--- config.mk ---
export PLATFORM = sky130hd
export DESIGN_NAME = stepper_step_generator_unit
export DESIGN_NICKNAME = d
export VERILOG_FILES = /design/src/rtl/ssg_pkg.sv /design/src/rtl/stepper_step_generator_unit.sv /design/src/rtl/ssg_divider.sv
export SDC_FILE = /design/constraint.sdc
export NUM_CORES = 1
export LEC_CHECK = 0
export ABC_AREA = 0
export BUFFER_PORTS_ARGS = -buffer_cell sky130_fd_sc_hd__buf_2
export CAP_MARGIN = 20
export CORE_MARGIN = 3
export CORE_UTILIZATION = 56
export CTS_CLUSTER_DIAMETER = 150
export DETAILED_ROUTE_END_ITERATION = 7
export GPL_TIMING_DRIVEN = 0
export PLACE_DENSITY = 0.76
export SYNTH_ARGS = -nofsm -noshare
export SYNTH_HDL_FRONTEND = slang
export SYNTH_HIERARCHICAL = 1
export SYNTH_SLANG_ARGS = --single-unit
--- constraint.sdc ---
create_clock -name clock -period 4.4 [get_ports clock]
set_input_delay 0.22 -clock clock [delete_from_list [all_inputs] [get_ports clock]]
set_output_delay 0.22 -clock clock [all_outputs]
set_load 0.03 [all_outputs]
--- src/rtl/ssg_pkg.sv ---
// ----------------------------------------------------------------------------
// ssg_pkg: shared types and constants of the stepper step generator
// Holds the action codes, the field widths and the structs that connect the
// sequencer with the shared serial divider.
// ----------------------------------------------------------------------------
package ssg_pkg;

   // motors driven in lockstep and the width of the direction field
   localparam int NumMotors  = 4;
   localparam int DirBits    = 4;

   // divider operand widths: a 33-bit dividend covers the exact position delta
   localparam int DivW       = 33;
   localparam int DivisorW   = 16;
   localparam int DivCntW    = 6;

   // field widths
   localparam int PosW       = 32;
   localparam int StepsW     = 24;
   localparam int RemW       = 25;
   localparam int IvW        = 20;
   localparam int SpeedW     = 16;
   localparam int ActionW    = 3;

   // action codes
   localparam logic [ActionW-1:0] ACT_TICK   = 3'd0;
   localparam logic [ActionW-1:0] ACT_MOVE   = 3'd1;
   localparam logic [ActionW-1:0] ACT_ROTATE = 3'd2;
   localparam logic [ActionW-1:0] ACT_STOP   = 3'd3;
   localparam logic [ActionW-1:0] ACT_HOME   = 3'd4;

   // configuration register indexes
   localparam logic [1:0] CSR_STEPS_PER_REV = 2'd0;
   localparam logic [1:0] CSR_CYCLES_PER_MS = 2'd1;
   localparam logic [1:0] CSR_INVERT_MASK   = 2'd2;

   // latched motion sign codes
   localparam logic [1:0] SIGN_ZERO = 2'b00;
   localparam logic [1:0] SIGN_POS  = 2'b01;
   localparam logic [1:0] SIGN_NEG  = 2'b11;

   // request to the divider
   typedef struct packed {
      logic                start;
      logic [DivW-1:0]     dividend;
      logic [DivisorW-1:0] divisor;
   } div_req_type;

   // divider result; done pulses for one cycle, values hold afterwards
   typedef struct packed {
      logic                done;
      logic [DivW-1:0]     quotient;
      logic [DivisorW-1:0] remainder;
   } div_rsp_type;

endpackage

--- src/rtl/stepper_step_generator_unit.sv ---
// ----------------------------------------------------------------------------
// stepper_step_generator_unit: step pulse generator for a motor group
// Keeps the group position and the latched move, steps on tick items and
// latches moves through a shared serial divider.
// ----------------------------------------------------------------------------
// Usage:
//   req_* carries one item per transaction: req_tuser is the action, req_tdata
//   the command fields. rsp_* returns exactly one result per item.
//   csr_* writes steps_per_rev, cycles_per_ms and invert_mask; the user must write only while idle, unchecked.
// Sequence and throughput:
//   tick, stop, set home and unused actions: result registered in the cycle after
//   acceptance, one item per cycle while the receiver takes results.
//   rotate steps: one division (cycles_per_ms / speed).
//   move to step: two divisions on the same divider (delta modulo
//   steps_per_rev, then the step interval).
//   req_tready is low while a command is in the divider.
// Reset:
//   position, move state and direction levels clear; registers take their
//   defaults (200, 1000, 0). No result is pending.
// Stall:
//   while rsp_tready is low the result holds and req_tready stays low.
// ----------------------------------------------------------------------------
module stepper_step_generator_unit (
   input  logic        clock,
   input  logic        reset,
   // command channel
   input  logic        req_tvalid,
   output logic        req_tready,
   input  logic [79:0] req_tdata,  // target_step[31:0], step_count[55:32],
                                   // rotate_ccw[56], speed[72:57], zero fill
   input  logic [2:0]  req_tuser,  // action[2:0]
   // result channel
   output logic        rsp_tvalid,
   input  logic        rsp_tready,
   output logic [39:0] rsp_tdata,  // position[31:0], moving[32], step_pulse[33],
                                   // direction_levels[37:34], home_refused[38]
   // configuration write port
   input  logic        csr_we,
   input  logic [1:0]  csr_index,
   input  logic [19:0] csr_wdata
);

   localparam logic [1:0] ST_IDLE = 2'd0;
   localparam logic [1:0] ST_MOD  = 2'd1;
   localparam logic [1:0] ST_DIV  = 2'd2;

   // configuration registers
   logic [15:0]                   spr_ff;
   logic [ssg_pkg::IvW-1:0]       cpm_ff;
   logic [ssg_pkg::DirBits-1:0]   inv_ff;

   // motion state
   logic [1:0]                    state_ff, state_in;
   logic [ssg_pkg::PosW-1:0]      pos_ff, pos_in;
   logic [ssg_pkg::RemW-1:0]      remd_ff, remd_in;
   logic [1:0]                    sign_ff, sign_in;
   logic [ssg_pkg::IvW-1:0]       iv_ff, iv_in;
   logic [ssg_pkg::IvW-1:0]       css_ff, css_in;
   logic [ssg_pkg::DirBits-1:0]   dir_ff, dir_in;

   // command held across divisions
   logic                          neg_ff, neg_in;
   logic                          ccw_ff, ccw_in;
   logic [ssg_pkg::StepsW-1:0]    steps_ff, steps_in;
   logic [ssg_pkg::SpeedW-1:0]    speed_ff, speed_in;

   // output register
   logic                          rsp_valid_ff, rsp_valid_in;
   logic [39:0]                   rsp_data_ff, rsp_data_in;

   ssg_pkg::div_req_type          div_req;
   ssg_pkg::div_rsp_type          div_rsp;

   // input fields
   logic [ssg_pkg::ActionW-1:0]   f_action;
   logic [ssg_pkg::PosW-1:0]      f_target;
   logic [ssg_pkg::StepsW-1:0]    f_steps;
   logic                          f_ccw;
   logic [ssg_pkg::SpeedW-1:0]    f_speed;

   logic                          req_fire;
   logic                          load_out;
   logic                          pulse;
   logic                          refused;
   logic signed [ssg_pkg::DivW-1:0] diff;
   logic [ssg_pkg::DivW-1:0]      diff_mag;
   logic [15:0]                   modulus;
   logic [ssg_pkg::IvW-1:0]       quo20;
   logic                          lv_ccw;
   logic [ssg_pkg::DirBits-1:0]   levels;
   logic [ssg_pkg::RemW-1:0]      steps_ext;

   assign f_action = req_tuser;
   assign f_target = req_tdata[31:0];
   assign f_steps  = req_tdata[55:32];
   assign f_ccw    = req_tdata[56];
   assign f_speed  = req_tdata[72:57];

   assign req_tready = (state_ff == ST_IDLE) && (!rsp_valid_ff || rsp_tready);
   assign req_fire   = req_tvalid && req_tready;
   assign rsp_tvalid = rsp_valid_ff;
   assign rsp_tdata  = rsp_data_ff;

   ssg_divider u_div (
      .clock   (clock),
      .reset   (reset),
      .div_req (div_req),
      .div_rsp (div_rsp)
   );

   // exact signed delta to the target and its magnitude
   always_comb begin
      diff     = $signed({f_target[31], f_target}) - $signed({pos_ff[31], pos_ff});
      diff_mag = diff[ssg_pkg::DivW-1] ? ssg_pkg::DivW'(-diff) : ssg_pkg::DivW'(diff);
      modulus  = (spr_ff == 16'd0) ? 16'd1 : spr_ff;
   end

   // direction levels for the rotation being latched
   always_comb begin
      lv_ccw = ccw_ff;
      levels = '0;
      for (int i = 0; i < ssg_pkg::DirBits; i++) begin
         if (i < ssg_pkg::NumMotors) begin
            levels[i] = (~lv_ccw) ^ inv_ff[i];
         end
      end
      steps_ext = {1'b0, steps_ff};
      quo20     = div_rsp.quotient[ssg_pkg::IvW-1:0];
   end

   // sequencer and state update
   always_comb begin
      state_in     = state_ff;
      pos_in       = pos_ff;
      remd_in      = remd_ff;
      sign_in      = sign_ff;
      iv_in        = iv_ff;
      css_in       = css_ff;
      dir_in       = dir_ff;
      neg_in       = neg_ff;
      ccw_in       = ccw_ff;
      steps_in     = steps_ff;
      speed_in     = speed_ff;
      rsp_valid_in = rsp_valid_ff && !rsp_tready;
      rsp_data_in  = rsp_data_ff;
      load_out     = 1'b0;
      pulse        = 1'b0;
      refused      = 1'b0;
      div_req      = '0;

      case (state_ff)
         ST_IDLE: begin
            if (req_fire) begin
               case (f_action)
                  ssg_pkg::ACT_TICK: begin
                     load_out = 1'b1;
                     if (remd_ff == '0) begin
                        sign_in = ssg_pkg::SIGN_ZERO;
                     end else if (remd_ff[ssg_pkg::RemW-1]) begin
                        sign_in = ssg_pkg::SIGN_NEG;
                     end else begin
                        sign_in = ssg_pkg::SIGN_POS;
                     end
                     if (sign_in != ssg_pkg::SIGN_ZERO) begin
                        if (css_ff >= iv_ff) begin
                           pulse  = 1'b1;
                           css_in = '0;
                           if (sign_in == ssg_pkg::SIGN_POS) begin
                              pos_in  = pos_ff + 32'd1;
                              remd_in = remd_ff - 25'd1;
                           end else begin
                              pos_in  = pos_ff - 32'd1;
                              remd_in = remd_ff + 25'd1;
                           end
                        end else begin
                           css_in = css_ff + 20'd1;
                        end
                     end
                  end
                  ssg_pkg::ACT_MOVE: begin
                     div_req.start    = 1'b1;
                     div_req.dividend = diff_mag;
                     div_req.divisor  = modulus;
                     neg_in           = diff[ssg_pkg::DivW-1];
                     speed_in         = f_speed;
                     state_in         = ST_MOD;
                  end
                  ssg_pkg::ACT_ROTATE: begin
                     div_req.start    = 1'b1;
                     div_req.dividend = {13'd0, cpm_ff};
                     div_req.divisor  = (f_speed == 16'd0) ? 16'd1 : f_speed;
                     ccw_in           = f_ccw;
                     steps_in         = f_steps;
                     state_in         = ST_DIV;
                  end
                  ssg_pkg::ACT_STOP: begin
                     load_out = 1'b1;
                     remd_in  = '0;
                  end
                  ssg_pkg::ACT_HOME: begin
                     load_out = 1'b1;
                     if (sign_ff != ssg_pkg::SIGN_ZERO) begin
                        refused = 1'b1;
                     end else begin
                        pos_in = '0;
                     end
                  end
                  default: begin
                     load_out = 1'b1;
                  end
               endcase
            end
         end
         ST_MOD: begin
            // delta remainder ready: take its sign, then divide for the interval
            if (div_rsp.done) begin
               ccw_in           = !(neg_ff && (div_rsp.remainder != '0));
               steps_in         = {8'd0, div_rsp.remainder};
               div_req.start    = 1'b1;
               div_req.dividend = {13'd0, cpm_ff};
               div_req.divisor  = (speed_ff == 16'd0) ? 16'd1 : speed_ff;
               state_in         = ST_DIV;
            end
         end
         ST_DIV: begin
            // interval ready: latch the rotation
            if (div_rsp.done) begin
               iv_in    = (quo20 == '0) ? 20'd1 : quo20;
               css_in   = iv_in;
               remd_in  = ccw_ff ? steps_ext : ssg_pkg::RemW'(-steps_ext);
               dir_in   = levels;
               load_out = 1'b1;
               state_in = ST_IDLE;
            end
         end
         default: begin
            state_in = ST_IDLE;
         end
      endcase

      // result transaction
      if (load_out) begin
         rsp_valid_in = 1'b1;
         rsp_data_in  = {1'b0, refused, dir_in, pulse,
                         (sign_in != ssg_pkg::SIGN_ZERO), pos_in};
      end
   end

   // configuration writes
   always_ff @(posedge clock) begin
      if (reset) begin
         spr_ff <= 16'd200;
         cpm_ff <= 20'd1000;
         inv_ff <= '0;
      end else if (csr_we) begin
         case (csr_index)
            ssg_pkg::CSR_STEPS_PER_REV: spr_ff <= csr_wdata[15:0];
            ssg_pkg::CSR_CYCLES_PER_MS: cpm_ff <= csr_wdata;
            ssg_pkg::CSR_INVERT_MASK:   inv_ff <= csr_wdata[3:0];
            default: begin
            end
         endcase
      end
   end

   // state registers
   always_ff @(posedge clock) begin
      if (reset) begin
         state_ff     <= ST_IDLE;
         pos_ff       <= '0;
         remd_ff      <= '0;
         sign_ff      <= ssg_pkg::SIGN_ZERO;
         iv_ff        <= '0;
         css_ff       <= '0;
         dir_ff       <= '0;
         rsp_valid_ff <= 1'b0;
      end else begin
         state_ff     <= state_in;
         pos_ff       <= pos_in;
         remd_ff      <= remd_in;
         sign_ff      <= sign_in;
         iv_ff        <= iv_in;
         css_ff       <= css_in;
         dir_ff       <= dir_in;
         rsp_valid_ff <= rsp_valid_in;
      end
      neg_ff      <= neg_in;
      ccw_ff      <= ccw_in;
      steps_ff    <= steps_in;
      speed_ff    <= speed_in;
      rsp_data_ff <= rsp_data_in;
   end

endmodule

--- src/rtl/ssg_divider.sv ---
// ----------------------------------------------------------------------------
// ssg_divider: serial restoring divider
// Produces one quotient bit per cycle. The divisor must be nonzero.
// ----------------------------------------------------------------------------
module ssg_divider (
   input  logic                 clock,
   input  logic                 reset,
   input  ssg_pkg::div_req_type div_req,
   output ssg_pkg::div_rsp_type div_rsp
);

   logic                         busy_ff, busy_in;
   logic                         done_ff, done_in;
   logic [ssg_pkg::DivCntW-1:0]  cnt_ff, cnt_in;
   logic [ssg_pkg::DivW-1:0]     quo_ff, quo_in;
   logic [ssg_pkg::DivisorW-1:0] rem_ff, rem_in;
   logic [ssg_pkg::DivisorW-1:0] dsr_ff, dsr_in;
   logic [ssg_pkg::DivisorW:0]   shifted;
   logic                         fits;

   // one restoring step: bring down the next dividend bit, trial subtract
   always_comb begin
      shifted = {rem_ff, quo_ff[ssg_pkg::DivW-1]};
      fits    = (shifted >= {1'b0, dsr_ff});
      busy_in = busy_ff;
      done_in = 1'b0;
      cnt_in  = cnt_ff;
      quo_in  = quo_ff;
      rem_in  = rem_ff;
      dsr_in  = dsr_ff;
      if (div_req.start) begin
         busy_in = 1'b1;
         cnt_in  = '0;
         quo_in  = div_req.dividend;
         rem_in  = '0;
         dsr_in  = div_req.divisor;
      end else if (busy_ff) begin
         quo_in = {quo_ff[ssg_pkg::DivW-2:0], fits};
         if (fits) begin
            rem_in = ssg_pkg::DivisorW'(shifted - {1'b0, dsr_ff});
         end else begin
            rem_in = shifted[ssg_pkg::DivisorW-1:0];
         end
         cnt_in = cnt_ff + 1'b1;
         if (cnt_ff == ssg_pkg::DivCntW'(ssg_pkg::DivW - 1)) begin
            busy_in = 1'b0;
            done_in = 1'b1;
         end
      end
   end

   always_ff @(posedge clock) begin
      if (reset) begin
         busy_ff <= 1'b0;
         done_ff <= 1'b0;
         cnt_ff  <= '0;
      end else begin
         busy_ff <= busy_in;
         done_ff <= done_in;
         cnt_ff  <= cnt_in;
      end
      quo_ff <= quo_in;
      rem_ff <= rem_in;
      dsr_ff <= dsr_in;
   end

   assign div_rsp.done      = done_ff;
   assign div_rsp.quotient  = quo_ff;
   assign div_rsp.remainder = rem_ff;

endmodule
# After elaboration in Yosys (flattened, before gate mapping)
# Cells that the tools add are included.
# W data, S select, Z words.
[classes]
add_sub_neg = 10
magnitude_cmp = 2
eq_ne = 20
muxes = 67
bitwise = 6
reduce_logical = 37
[op_table]
columns = ["operator", "count"]
rows = [
  ["$pmux W50 S2", 2],
  ["$mux W32", 6],
  ["$mux W25", 6],
  ["$mux W20", 6],
  ["$mux W50", 2],
  ["$pmux W25 S2", 2],
  ["$mux W33", 3],
  ["$mux W24", 3],
  ["$mux W16", 4],
  ["$pmux W32 S2", 1],
  ["$logic_not A16 Y1", 3],
  ["$pmux W24 S2", 1],
  ["$pmux W20 S2", 1],
  ["$neg A33 Y33", 1],
  ["$sub A32 B32 Y33", 1],
  ["$add A32 B1 Y32 const B", 1],
  ["$sub A32 B1 Y32 const B", 1],
  ["$add A25 B1 Y25 const B", 1],
  ["$logic_not A25 Y1", 1],
  ["$neg A24 Y25", 1],
  ["$sub A25 B1 Y25 const B", 1],
  ["$mux W2", 11],
  ["$add A20 B1 Y20 const B", 1],
  ["$ge A20 B20 Y1", 1],
  ["other kinds (35)", 81],
]
[word_totals]
reg_bits = 300
inputBits = 110
output_inout_bits = 42
wordCells = 166

# Depth between registers and ports, before layout
# Gate-level depths: netlist of the first run.
[depth]
ltp_word = 13
depth_mapped = 18
ltp_nobuf = 17

# Hierarchy
# The synthesis of the first run kept the hierarchy.
[modules_own_cells]
columns = ["module", "n_inst", "cells_each", "area_per_inst_um2", "seq_area_each_um2"]
rows = [
  ["stepper_step_generator_unit", 1, 1901, 15781.4, 5355.1],
  ["ssg_divider", 1, 322, 3779.9, 1951.9],
]

# Worst setup path before layout of the first run
# OpenSTA, ideal clock, no wires.
[synth_path]
path_kind = "reg2reg"
from = "reg rsp_valid_ff, in the netlist rsp_tvalid"
to = "reg rsp_data_ff[0], in the netlist rsp_tdata[0], enable pin"
setup_ns = 0.492
t_arrival_ns = 4.493
required_ns = 3.908
path_slack_ns = -0.585
path_stages_with_launch = 5
n_path_buf = 0
period_less_slack_ns = 4.985
cell_sequence = "dfxtp_1 -> nor2b_1 -> nor3_1 -> nand2_1 -> o21ai_0"
[synth_between]
elab_chain_len = 6
[synth_rtl]
columns = ["element", "line_no", "source"]
rows = [
  ["start: declaration", "stepper_step_generator_unit.sv:68", "logic rsp_valid_ff, rsp_valid_in;"],
  ["start signal: assignment", "stepper_step_generator_unit.sv:285", "rsp_valid_ff <= rsp_valid_in;"],
  ["$logic_not A1 Y1", "stepper_step_generator_unit.sv:99", "assign req_tready = (state_ff == ST_IDLE) && (!rsp_valid_ff || rsp_tready);"],
  ["$logic_or A1 B1 Y1", "stepper_step_generator_unit.sv:99", ""],
  ["$logic_and A1 B1 Y1", "stepper_step_generator_unit.sv:99", ""],
  ["via req_tready", "stepper_step_generator_unit.sv:28", "output logic req_tready,"],
  ["$logic_and A1 B1 Y1", "stepper_step_generator_unit.sv:100", "assign req_fire = req_tvalid && req_tready;"],
  ["$mux W1", "stepper_step_generator_unit.sv:153", "if (req_fire) begin"],
  ["$pmux W1 S2", "stepper_step_generator_unit.sv:151", "case (state_ff)"],
  ["via load_out", "stepper_step_generator_unit.sv:82", "logic load_out;"],
  ["end signal: assignment", "stepper_step_generator_unit.sv:291", "rsp_data_ff <= rsp_data_in;"],
  ["end: declaration", "stepper_step_generator_unit.sv:69", "logic [39:0] rsp_data_ff, rsp_data_in;"],
]
# The timed path passes the listed nets, and every way through them passes these cells.
# A chain may end at the register's enable or synchronous reset.

# Worst setup path in the final report of the first run
[layout_path]
from = "reg remd_ff[23] (netlist bit)"
to = "reg remd_ff[24] (netlist bit)"
[layout_between]
elab_chain_len = 12
word_cells_on_any_way = 17
cone_classes = "2 x add/sub; 2 x eq/ne; 10 x mux; 3 x reduce/logical"
[layout_rtl]
columns = ["element", "line_no", "source"]
rows = [
  ["start: declaration", "stepper_step_generator_unit.sv:55", "logic [ssg_pkg::RemW-1:0] remd_ff, remd_in;"],
  ["start signal: assignment", "stepper_step_generator_unit.sv:280", "remd_ff <= remd_in;"],
  ["$logic_not A25 Y1", "stepper_step_generator_unit.sv:157", "if (remd_ff == '0) begin"],
  ["$mux W2", "stepper_step_generator_unit.sv:157", ""],
  ["$mux W2", "stepper_step_generator_unit.sv:154", "case (f_action)"],
  ["$mux W2", "stepper_step_generator_unit.sv:153", ""],
  ["$mux W2", "stepper_step_generator_unit.sv:151", ""],
  ["$eq A2 B1 Y1", "stepper_step_generator_unit.sv:168", "if (sign_in == ssg_pkg::SIGN_POS) begin"],
  ["$mux W25", "stepper_step_generator_unit.sv:168", ""],
  ["$mux W25", "stepper_step_generator_unit.sv:165", "if (css_ff >= iv_ff) begin"],
  ["$mux W25", "stepper_step_generator_unit.sv:164", "if (sign_in != ssg_pkg::SIGN_ZERO) begin"],
  ["$pmux W25 S2", "stepper_step_generator_unit.sv:154", ""],
  ["$mux W25", "stepper_step_generator_unit.sv:153", ""],
  ["$pmux W25 S2", "stepper_step_generator_unit.sv:151", ""],
]
# Several ways; a longest one is shown, not always the timed one. The select of a mux whose other input is x is not followed.

==> results of run 1 <==
## final timing paths
path / end / slack (ns) / cells after the start
worst min register to register: iv_ff[2] / 0.45 / 2
worst min-delay path: steps_ff[22] / 0.008 / 2
worst max register to register: remd_ff[24] / -0.03 / 18
worst max-delay path: remd_ff[24] / -0.03 / 18
## timing repair
action	CTS	global route
endpoints found under the hold margin	77	0
buffers inserted	8	30
pin swaps	3	39
resized for setup	18	59
gates cloned	2	0
endpoints found under the setup margin	59	89
hold buffers	55	0
## power breakdown
part | leakage, nW | total (mW) | switching, mW | internal, mW
Combinational | 6.13 | 2.93 | 1.67 | 1.26
Sequential | 2.59 | 3.22 | 0.152 | 3.07
Clock | 0.546 | 2.83 | 1.23 | 1.60
Total | 9.27 | 8.99 | 3.06 | 5.93
## per-stage QoR
step,utilization,setup WS (ns)
floorplan,-,0.113
global placement,0.614,-1.25
detailed placement,0.616,-1.10
CTS,0.669,0.00209
global route,0.684,-0.232
finish,0.684,-0.0348
## flip-flops by register name, summed over array words and instances (netlist names), 4 cells and up
signal        count
rsp_tdata        39
u_div/quo_ff     33
speed_ff         16
pos_ff           32
remd_ff          25
steps_ff         24
inv_ff            4
u_div/cnt_ff      6
iv_ff            20
spr_ff           16
u_div/rem_ff     16
css_ff           20
u_div/dsr_ff     16
dir_ff            4
cpm_ff           20
## placed cells by master, fill, tap and decap left out, drive strengths merged, types with 23 or more instances in the layout
master       netlist  routed
dlygate4sd3        1      56
ha               127     127
xor2              62      62
xnor2             77      77
clkbuf            86     135
o21ai            142     142
a21oi            160     160
mux2              49      49
nor2b             30      30
a21o              38      38
inv              136     140
nand3             53      53
o31ai             25      25
nand2            242     242
dfxtp            170     170
edfxtp           130     130
nor3              37      37
nor2             173     173
o21a              26      26
buf               14     198
nand4             23      23
a211oi            24      24
nor4              33      33
and2              48      48
## cells by family (layout without fill, tap and decap cells)
logic type	count (synthesis)	count (layout)	share of synthesized area
DFF	300	300	0.374
adders and majority gates	131	131	0.0853
AOI/OAI and AO/OA	601	601	0.207
other	1	3	0.000192
buffers and inverters	237	537	0.0482
muxes	69	69	0.0386
xor gates and xnor gates	139	139	0.0622
and+or+nand+nor	745	746	0.185
## worst reg2reg max path: cells and delay by family (launching register included)
| family | cells | cell delay, ns |
|---|---|---|
| buffers and inverters | 4 | 0.67 |
| adder cells (fa/ha/maj) | 1 | 0.29 |
| AND/OR/NAND/NOR | 8 | 1.97 |
| AO/OA/AOI/OAI | 5 | 1.05 |
| flip-flops | 1 | 0.36 |
## metal layers
layer,vias up,global-route usage
li1,8638,-
met1,8629,0.418
met2,797,0.508
met3,162,0.0440
met4,4,0.114
met5,-,0
## layout make-up
cell class,count,area [µm²]
Clock inverter,11,96.3
Sequential cell,300,7320
Fill cell,2784,10700
Timing Repair Buffer,239,1640
Inverter,136,514
Buffer,98,423
Antenna cell,2,5.00
Clock buffer,52,1000
Timing Repair inverter,1,7.51
Tap cell,448,561
Multi-Input combinational cell,1687,11600
==> reports/results.tsv, run 1 <==
metric	value	unit
Skew-Pair Late Insertion Delay	0.55	ns
Mapped Nets	2464	
CP delay by family, top	simple AND/OR/NAND/NOR gates	
Detailed Route Iter0 Violations	1577	
I/O Pins	152	
Crit-path slowest cell	dfxtp_4	
WL met2	27.4	mm
drt pass-1 iters	8	
count leader, synth	nand2_1	
Die Area	0.0372	mm²
total clock sinks	300	
antenna-violating nets left	0	
Syn Area/Cell	8.80	µm²
post-DP HPWL	42.4	mm
failing checks	DRC, setup timing	
Metal-1 WL	24.9	mm
Die W	193	µm
count of cell types in the netlist	102	
crit share post-route	1.01	
non-filler instance count after layout	2974	
Yosys top cell by area	edfxtp_1	
CP Launch Type	flip-flop	
routed len/inst	19.9	µm
fin nets	2739	
Setup crit end kind	flip-flop	
post-synthesis cell count	2223	
setup ws final	-0.0348	ns
site row count	67	
Area growth, synth to finish	18.7	%
Critical Path AT	4.87	ns
Area contributors post-synth	edfxtp_1, dfxtp_1, ha_1, nand2_1, a21oi_1	
vias in the first global route	17268	
Worst VDD drop	0.289	mV
synth warn	6	
total chip power	8.99	mW
status	finished with violations	
first-pass GRT wire length	91.5	mm
EDFF count, synth	130	
worst hold path type	input pin to flip-flop	
hold slack	0.00817	ns
DRC viols	10	
Top Metal Used	met5	
clock root buffer	clkbuf_16	
fmax	225	MHz
Clock Path Buffers	3	
fin. max-slew vios	0	
post-route cell area	0.0232	mm²
CTS clk-pin slew, worst paths	0.06	ns
H-tree lvl count	2	
Primary FF master, synth	dfxtp_1	
Inserted Clock Buffers	35	
via count	18230	
worst setup path category	flip-flop to flip-flop	
required time worst endpoint	4.83	ns
overall global routing resource usage	0.310	
final hold vios	0	
FF+latch count, synth	300	
unrepaired setup endpoints after global routing	yes	
die height	193	µm
Leakage	9.27	nW
I/O Buffers	140	
hold_sp	req_tdata[54]	
setup TNS	-0.0348	ns
CP Launch Point	remd_ff[23]	
r2r startpoint	remd_ff[23]	
Final Setup Violations	1	
minimum clock period after layout	4.43	ns
CTS tree	done	
WP buf/inv	4	
max incr delay on CP	0.36	ns
Routed WL	59.2	mm
total gr overflow	0	
floorplan core area	0.0340	mm²
vias per cell	6.13	
share of layout cells above drive strength 1	0.156	
Initial Util	0.576	
CP Cell Sequence	nor4_4 > nand4_1 > nor2_4 > or2_4 > clkinvlp_4 > buf_6 > buf_6 > ha_4 > a21oi_2 > nand4b_1 > nand4_1 > a311oi_4 > o21a_1 > o31a_1 > buf_4 > nor4b_2 > and4b_1 > a211o_1	
placed cells	2816	
met3 wire length	4.62	mm
Max FO, Critical Path	6	
worst slew pin tran	0.925	ns
clock skew	0.0163	ns
sequential area share after synthesis	0.374	
maxcap violations	0	
initial antenna violation count	4	
synthesized area	0.0196	mm²
placed instance area	0.0209	mm²
Slew HR	0.383	
FFs w/ async S/R, synth	0	
PD cells	387	mW/mm²
top cells by count, synth	nand2_1, nor2_1, dfxtp_1, a21oi_1, o21ai_0	
routability cong.	0.964	
share of Yosys cell area claimed by the top area cell type	0.200	
pin count of the biggest net entering global routing	35	
(Power assumes the default switching activity.)
==> run 2, diff against run 1 <==
Settings changed: CELL_PAD_IN_SITES_DETAIL_PLACEMENT set to 0, CELL_PAD_IN_SITES_GLOBAL_PLACEMENT set to 2, CORE_UTILIZATION 56 to 34, PLACE_DENSITY 0.76 to 0.75.
==> reports/results.tsv, run 2 (same netlist as run 1, synthesis figures left out) <==
metric	value	unit	change
fin nets	2748		was 2739
crit share post-route	0.982		was 1.01
hold_sp	csr_index[1]		was req_tdata[54]
clock root buffer	clkbuf_16		unchanged
Post-Place Worst Slack	-1.47	ns	was -1.10 ns
routed len/inst	20.0	µm	was 19.9 µm
clock skew	0.0195	ns	was 0.0163 ns
fin. max-slew vios	0		unchanged
worst setup path category	flip-flop to flip-flop		unchanged
vias per cell	5.31		was 6.13
Gate power share	0.312		was 0.326
clock power share	0.349		was 0.315
Inserted Clock Buffers	37		was 35
Slew HR	0.372		was 0.383
placed cells	3123		was 2816
CTS clk-pin slew, worst paths	0.06	ns	about the same
required time worst endpoint	4.87	ns	was 4.83 ns
setup ws final	0.0793	ns	was -0.0348 ns
maxcap violations	0		unchanged
total clock sinks	300		unchanged
initial antenna violation count	2		was 4
DRC viols	0		was 10
Worst VDD drop	0.253	mV	was 0.289 mV
Max FO, Critical Path	6		unchanged
post-DP HPWL	50.0	mm	was 42.4 mm
unrepaired setup endpoints after global routing	yes		unchanged
Reg power frac	0.339		was 0.359
commonest non-fill, non-tap cell in the layout	nand2_1		unchanged
site row count	87		was 67
CP Launch Type	flip-flop		unchanged
vias in the first global route	17385		was 17268
Crit path top cell by count	buf_4		
H-tree lvl count	2		unchanged
first-pass GRT wire length	101	mm	was 91.5 mm
Clock Path Buffers	3		unchanged
via count	17518		was 18230
Die Area	0.0604	mm²	was 0.0372 mm²
Layout Utilization	0.427		was 0.684
Area growth, synth to finish	23.4	%	was 18.7%
PD cells	395	mW/mm²	was 387 mW/mm²
Critical Path AT	4.79	ns	was 4.87 ns
Initial Util	0.346		was 0.576
Detailed Route Iter0 Violations	995		was 1577
r2r startpoint	remd_ff[4]		was remd_ff[23]
drt pass-1 iters	7		was 8
Final Setup Violations	0		was 1
CTS tree	done		unchanged
routability cong.	0.853		was 0.964
post-route cell area	0.0241	mm²	was 0.0232 mm²
status	complete, no violations		was finished with violations
flip-flop count of the largest register after layout	39		unchanged
worst slew pin tran	0.942	ns	was 0.925 ns
switching portion of total power	0.334		was 0.340
max incr delay on CP	0.40	ns	was 0.36 ns
filler cell count	5709		was 2784
CP Cell Sequence	nor4_4 > nand4_1 > nor2_4 > or2_4 > buf_12 > clkinvlp_4 > buf_6 > buf_4 > ha_2 > nand3_4 > nor2_2 > a311oi_2 > buf_4 > o21a_1 > o31a_1 > buf_4 > nor4b_2 > and4b_1 > a211o_1		was nor4_4 > nand4_1 > nor2_4 > or2_4 > clkinvlp_4 > buf_6 > buf_6 > ha_4 > a21oi_2 > nand4b_1 > nand4_1 > a311oi_4 > o21a_1 > o31a_1 > buf_4 > nor4b_2 > and4b_1 > a211o_1
Leakage	9.42	nW	was 9.27 nW
placed instance area	0.0213	mm²	was 0.0209 mm²
Routed WL	66.0	mm	was 59.2 mm
floorplan core area	0.0566	mm²	was 0.0340 mm²
non-filler instance count after layout	3296		was 2974
minimum clock period after layout	4.32	ns	was 4.43 ns
Skew-Pair Late Insertion Delay	0.58	ns	was 0.55 ns
Setup crit end kind	flip-flop		unchanged
hold path cells	4		was 2
worst hold path type	input pin to flip-flop		unchanged
die height	246	µm	was 193 µm
I/O Buffers	140		unchanged
overall global routing resource usage	0.215		was 0.310
register-to-register setup slack	0.08	ns	was -0.03 ns
commonest cells after routing, fill and taps aside	nand2_1, nor2_1, dfxtp_1		unchanged
FF-to-FF End	remd_ff[24]		unchanged
Cell Int Power	6.35	mW	was 5.93 mW
share of layout cells above drive strength 1	0.167		was 0.156
Psw	3.19	mW	was 3.06 mW
I/O Pins	152		unchanged
hold slack	0.0682	ns	was 0.00817 ns
Die W	246	µm	was 193 µm
hold-critical path endpoint	spr_ff[11]		was steps_ff[22]
final hold vios	0		unchanged
pin count of the biggest net entering global routing	32		was 35
R2R depth	19		was 18
total gr overflow	0		unchanged
fmax	231	MHz	was 225 MHz
Crit-path slowest cell	ha_2		was dfxtp_4
antenna-violating nets left	0		unchanged
==> run 2: cell types whose count changed in the layout (fill, tap and decap cells not counted), sizes merged <==
cell / previous run / this run
clkinvlp: 2 / 4
bufinv: 0 / 6
diode: 2 / 4
clkinv: 6 / 13
dlygate4sd3: 56 / 64
inv: 140 / 139
buf: 198 / 195
clkbuf: 135 / 128
==> run 2: final cells by class <==
| type | count | area [µm²] | area share |
|---|---|---|---|
| Antenna cell | 4 | 10.0 | 0.000415 |
| Timing Repair inverter | 1 | 7.51 | 0.000311 |
| Clock inverter | 25 | 337 | 0.0139 |
| Multi-Input combinational cell | 1687 | 11800 | 0.490 |
| Tap cell | 756 | 946 | 0.0392 |
| Buffer | 99 | 432 | 0.0179 |
| Sequential cell | 300 | 7330 | 0.304 |
| Inverter | 136 | 514 | 0.0213 |
| Clock buffer | 43 | 990 | 0.0410 |
| Timing Repair Buffer | 245 | 1750 | 0.0724 |
==> run 2: power by group through the flow <==
stage          registers, mW  clock network [mW]  logic (mW)
2_1_floorplan           3.27                   0        1.81
3_3_place_gp            3.29                   0        2.45
3_5_place_dp            3.28                   0        2.49
4_1_cts                 3.23                3.43        2.81
5_1_grt                 3.25                3.52        3.27
6_report                3.23                3.33        2.98
==> run 2: critical path: cells and delay by family, from the launching register on <==
family | cells | cell delay, ns
buffers and inverters | 6 | 1.02
flip-flops | 1 | 0.36
AO/OA/AOI/OAI | 4 | 0.86
adder cells (fa/ha/maj) | 1 | 0.40
AND/OR/NAND/NOR | 8 | 1.56
==> run 2: through the flow <==
stage / power (mW) / setup TNS, ns
floorplan: 5.08 / 0
global placement: 5.74 / -125.30
detailed placement: 5.78 / -55.14
CTS: 9.47 / -0.000949
global route: 10.0 / -0.589
finish: 9.54 / 0
==> run 2: how the worst max path moves through the flow <==
stage | from | to | slack [ns]
floorplan | remd_ff[24] | remd_ff[23] | 0.11
global placement | remd_ff[24] | rsp_tdata[30] | -1.45
detailed placement | remd_ff[4] | remd_ff[23] | -1.47
CTS | remd_ff[7] | remd_ff[23] | -0.0009
global route | remd_ff[4] | remd_ff[24] | -0.13
finish | remd_ff[4] | remd_ff[24] | 0.08
==> run 2: timing repair <==
item                                    4_1_cts  5_1_grt
gates resized for setup                      57       59
endpoints found under the setup margin      127       77
hold endpoints to repair                     85        0
pin swaps                                    15       35
hold buffers                                 63        0
gates cloned                                  2        0
setup buffers                                27       13
==> run 2: per-layer routing <==
layer,global-route usage,share of wire,vias up
met1,0.280,0.45,8410
met4,0.0521,0.020,2
met2,0.377,0.49,355
met5,0,0.00017,-
met3,0.0257,0.040,82
li1,-,-,8669
==> run 3, diff against run 2 <==
--- a/config.mk
+++ b/config.mk
@@ -12,9 +12,9 @@
 export CELL_PAD_IN_SITES_GLOBAL_PLACEMENT = 2
 export CORE_MARGIN = 3
-export CORE_UTILIZATION = 34
+export CORE_UTILIZATION = 41
 export CTS_CLUSTER_DIAMETER = 150
 export DETAILED_ROUTE_END_ITERATION = 7
 export GPL_TIMING_DRIVEN = 0
-export PLACE_DENSITY = 0.75
+export PLACE_DENSITY_LB_ADDON = 0.1
 export SYNTH_ARGS = -nofsm -noshare
 export SYNTH_HDL_FRONTEND = slang
==> constraint.sdc (replaced) <==
create_clock -name clock -period 5 [get_ports clock]
set_input_delay 0.5 -clock clock [delete_from_list [all_inputs] [get_ports clock]]
set_output_delay 0.5 -clock clock [all_outputs]
set_load 0.03 [all_outputs]
==> reports/results.tsv, run 3 (same netlist as run 1, synthesis figures left out) <==
metric	value	unit	change
register area	0.00731	mm²	was 0.00733 mm²
Clock Path Buffers	3		unchanged
Skew-Pair Late Insertion Delay	0.55	ns	was 0.58 ns
final hold vios	0		unchanged
total gr overflow	0		unchanged
clock skew	0.0109	ns	was 0.0195 ns
PD cells	344	mW/mm²	was 395 mW/mm²
I/O Pins	152		unchanged
Initial Util	0.418		was 0.346
minimum clock period after layout	4.67	ns	was 4.32 ns
commonest cells after routing, fill and taps aside	nand2_1, nor2_1, dfxtp_1		unchanged
Psw	2.60	mW	was 3.19 mW
Inserted Clock Buffers	37		unchanged
routability cong.	0.869		was 0.853
clock power share	0.339		was 0.349
CP delay by family, top	simple AND/OR/NAND/NOR gates		unchanged
Max FO, Critical Path	14		was 6
ant diodes	0		was 4
worst setup path category	flip-flop to flip-flop		unchanged
multi-input logic area	0.0114	mm²	was 0.0118 mm²
initial antenna violation count	3		was 2
Leakage	8.88	nW	was 9.42 nW
drt pass-1 iters	8		was 7
site row count	79		was 87
required time worst endpoint	5.31	ns	was 4.87 ns
Crit-path slowest cell	dfxtp_2		was ha_2
clock root buffer	clkbuf_16		unchanged
fin nets	2660		was 2748
flip-flop count of the largest register after layout	39		unchanged
pin count of the biggest net entering global routing	35		was 32
I/O Buffers	140		unchanged
total clock sinks	300		unchanged
maxcap violations	0		unchanged
hold slack	0.167	ns	was 0.0682 ns
Reg power frac	0.367		was 0.339
crit share post-route	0.934		was 0.982
Critical Path AT	4.97	ns	was 4.79 ns
vias in the first global route	16621		was 17385
commonest non-fill, non-tap cell in the layout	nand2_1		unchanged
Slew HR	0.377		was 0.372
overall global routing resource usage	0.243		was 0.215
Routed WL	62.9	mm	was 66.0 mm
Gate power share	0.294		was 0.312
first-pass GRT wire length	96.0	mm	was 101 mm
floorplan core area	0.0469	mm²	was 0.0566 mm²
Area growth, synth to finish	14.8	%	was 23.4%
switching portion of total power	0.336		was 0.334
Cell Int Power	5.14	mW	was 6.35 mW
setup TNS	0	ns	unchanged
Final Setup Violations	0		unchanged
vias per cell	5.68		was 5.31
worst hold path type	input pin to flip-flop		unchanged
Detailed Route Iter0 Violations	1275		was 995
antenna-violating nets left	0		unchanged
post-DP HPWL	48.0	mm	was 50.0 mm
WP buf/inv	2		was 6
DRC viols	0		unchanged
CTS clk-pin slew, worst paths	0.06	ns	about the same
routed len/inst	20.6	µm	was 20.0 µm
unrepaired setup endpoints after global routing	no		was yes
worst slew pin tran	0.924	ns	was 0.942 ns
share of layout cells above drive strength 1	0.134		was 0.167
Crit path top cell by count	nand3_1		was buf_4
fin. max-slew vios	0		unchanged
CTS tree	done		unchanged
status	complete, no violations		unchanged
CP Launch Type	flip-flop		unchanged
Post-CTS Hold Fix Bufs	0		was 63
filler cell count	4604		was 5709
Die W	224	µm	was 246 µm
CP Cell Sequence	nor4_2 > nand4_1 > nor2_4 > or2_4 > buf_12 > ha_1 > nand3_1 > a21boi_0 > o21ai_0 > a211oi_2 > o211ai_1 > buf_4 > a211oi_4 > mux2i_1 > nand3_1 > and3_1 > or2_2		was nor4_4 > nand4_1 > nor2_4 > or2_4 > buf_12 > clkinvlp_4 > buf_6 > buf_4 > ha_2 > nand3_4 > nor2_2 > a311oi_2 > buf_4 > o21a_1 > o31a_1 > buf_4 > nor4b_2 > and4b_1 > a211o_1
H-tree lvl count	2		unchanged
die height	224	µm	was 246 µm
Setup crit end kind	flip-flop		unchanged
max incr delay on CP	0.42	ns	was 0.40 ns
Worst VDD drop	0.220	mV	was 0.253 mV
fmax	214	MHz	was 231 MHz
via count	17339		was 17518
Die Area	0.0504	mm²	was 0.0604 mm²
==> run 3: worst register-to-register path, cell delays in order, from the launching register on <==
cell,delay (ns)
dfxtp_2,0.42
nor4_2,0.35
nand4_1,0.27
nor2_4,0.24
or2_4,0.22
buf_12,0.17
ha_1,0.18
nand3_1,0.10
a21boi_0,0.28
o21ai_0,0.23
a211oi_2,0.37
o211ai_1,0.21
buf_4,0.18
a211oi_4,0.40
mux2i_1,0.24
nand3_1,0.11
and3_1,0.20
or2_2,0.27
==> run 3: worst paths after layout <==
kind	from	to	slack, ns	cells past startpoint
min	req_tdata[59]	speed_ff[2]	0.17	1
max	remd_ff[24]	rsp_tdata[31]	0.33	17
max reg2reg	remd_ff[24]	rsp_tdata[31]	0.33	17
min reg2reg	iv_ff[6]	iv_ff[6]	0.45	2
==> run 3: layout make-up <==
cell class,count,area share
flip-flops and latches,300,0.325
repair buffers,155,0.0389
multi-input cells,1687,0.507
inverters,136,0.0229
well taps,607,0.0338
clock buffers,54,0.0487
clock inverters,13,0.00323
repair inverters,1,0.000223
plain buffers,101,0.0193
==> run 3: per-layer routing <==
layer,up-vias,wire length (µm),GRT usage
met4,4,1550,0.0648
met5,-,21,0
li1,8473,-,-
met2,416,29700,0.414
met1,8358,28900,0.326
met3,88,2760,0.0307
==> run 3: metrics by stage <==
step	cells	setup WS, ns	power [mW]	area (µm²)	util
2_1_floorplan	2223	0.0149	4.47	19600	-
3_3_place_gp	2970	-1.59	5.03	21000	0.449
3_5_place_dp	2974	-1.13	5.05	21100	0.451
4_1_cts	3046	0.0220	7.76	22400	0.477
5_1_grt	3054	0.0131	8.15	22500	0.479
6_report	3054	0.331	7.73	22500	0.479
==> run 3: timing repair <==
action | CTS | global route
setup buffers | 3 | 6
cloned | 2 | 0
gates resized for setup | 11 | 6
endpoints found under the setup margin | 40 | 18
pin swaps | 2 | 2
==> run 3: power by group through the flow <==
stage	logic, mW	registers [mW]	clock network (mW)
6_report	2.27	2.84	2.62
5_1_grt	2.52	2.85	2.78
4_1_cts	2.24	2.84	2.68
3_5_place_dp	2.17	2.89	0
3_3_place_gp	2.14	2.89	0
2_1_floorplan	1.59	2.88	0
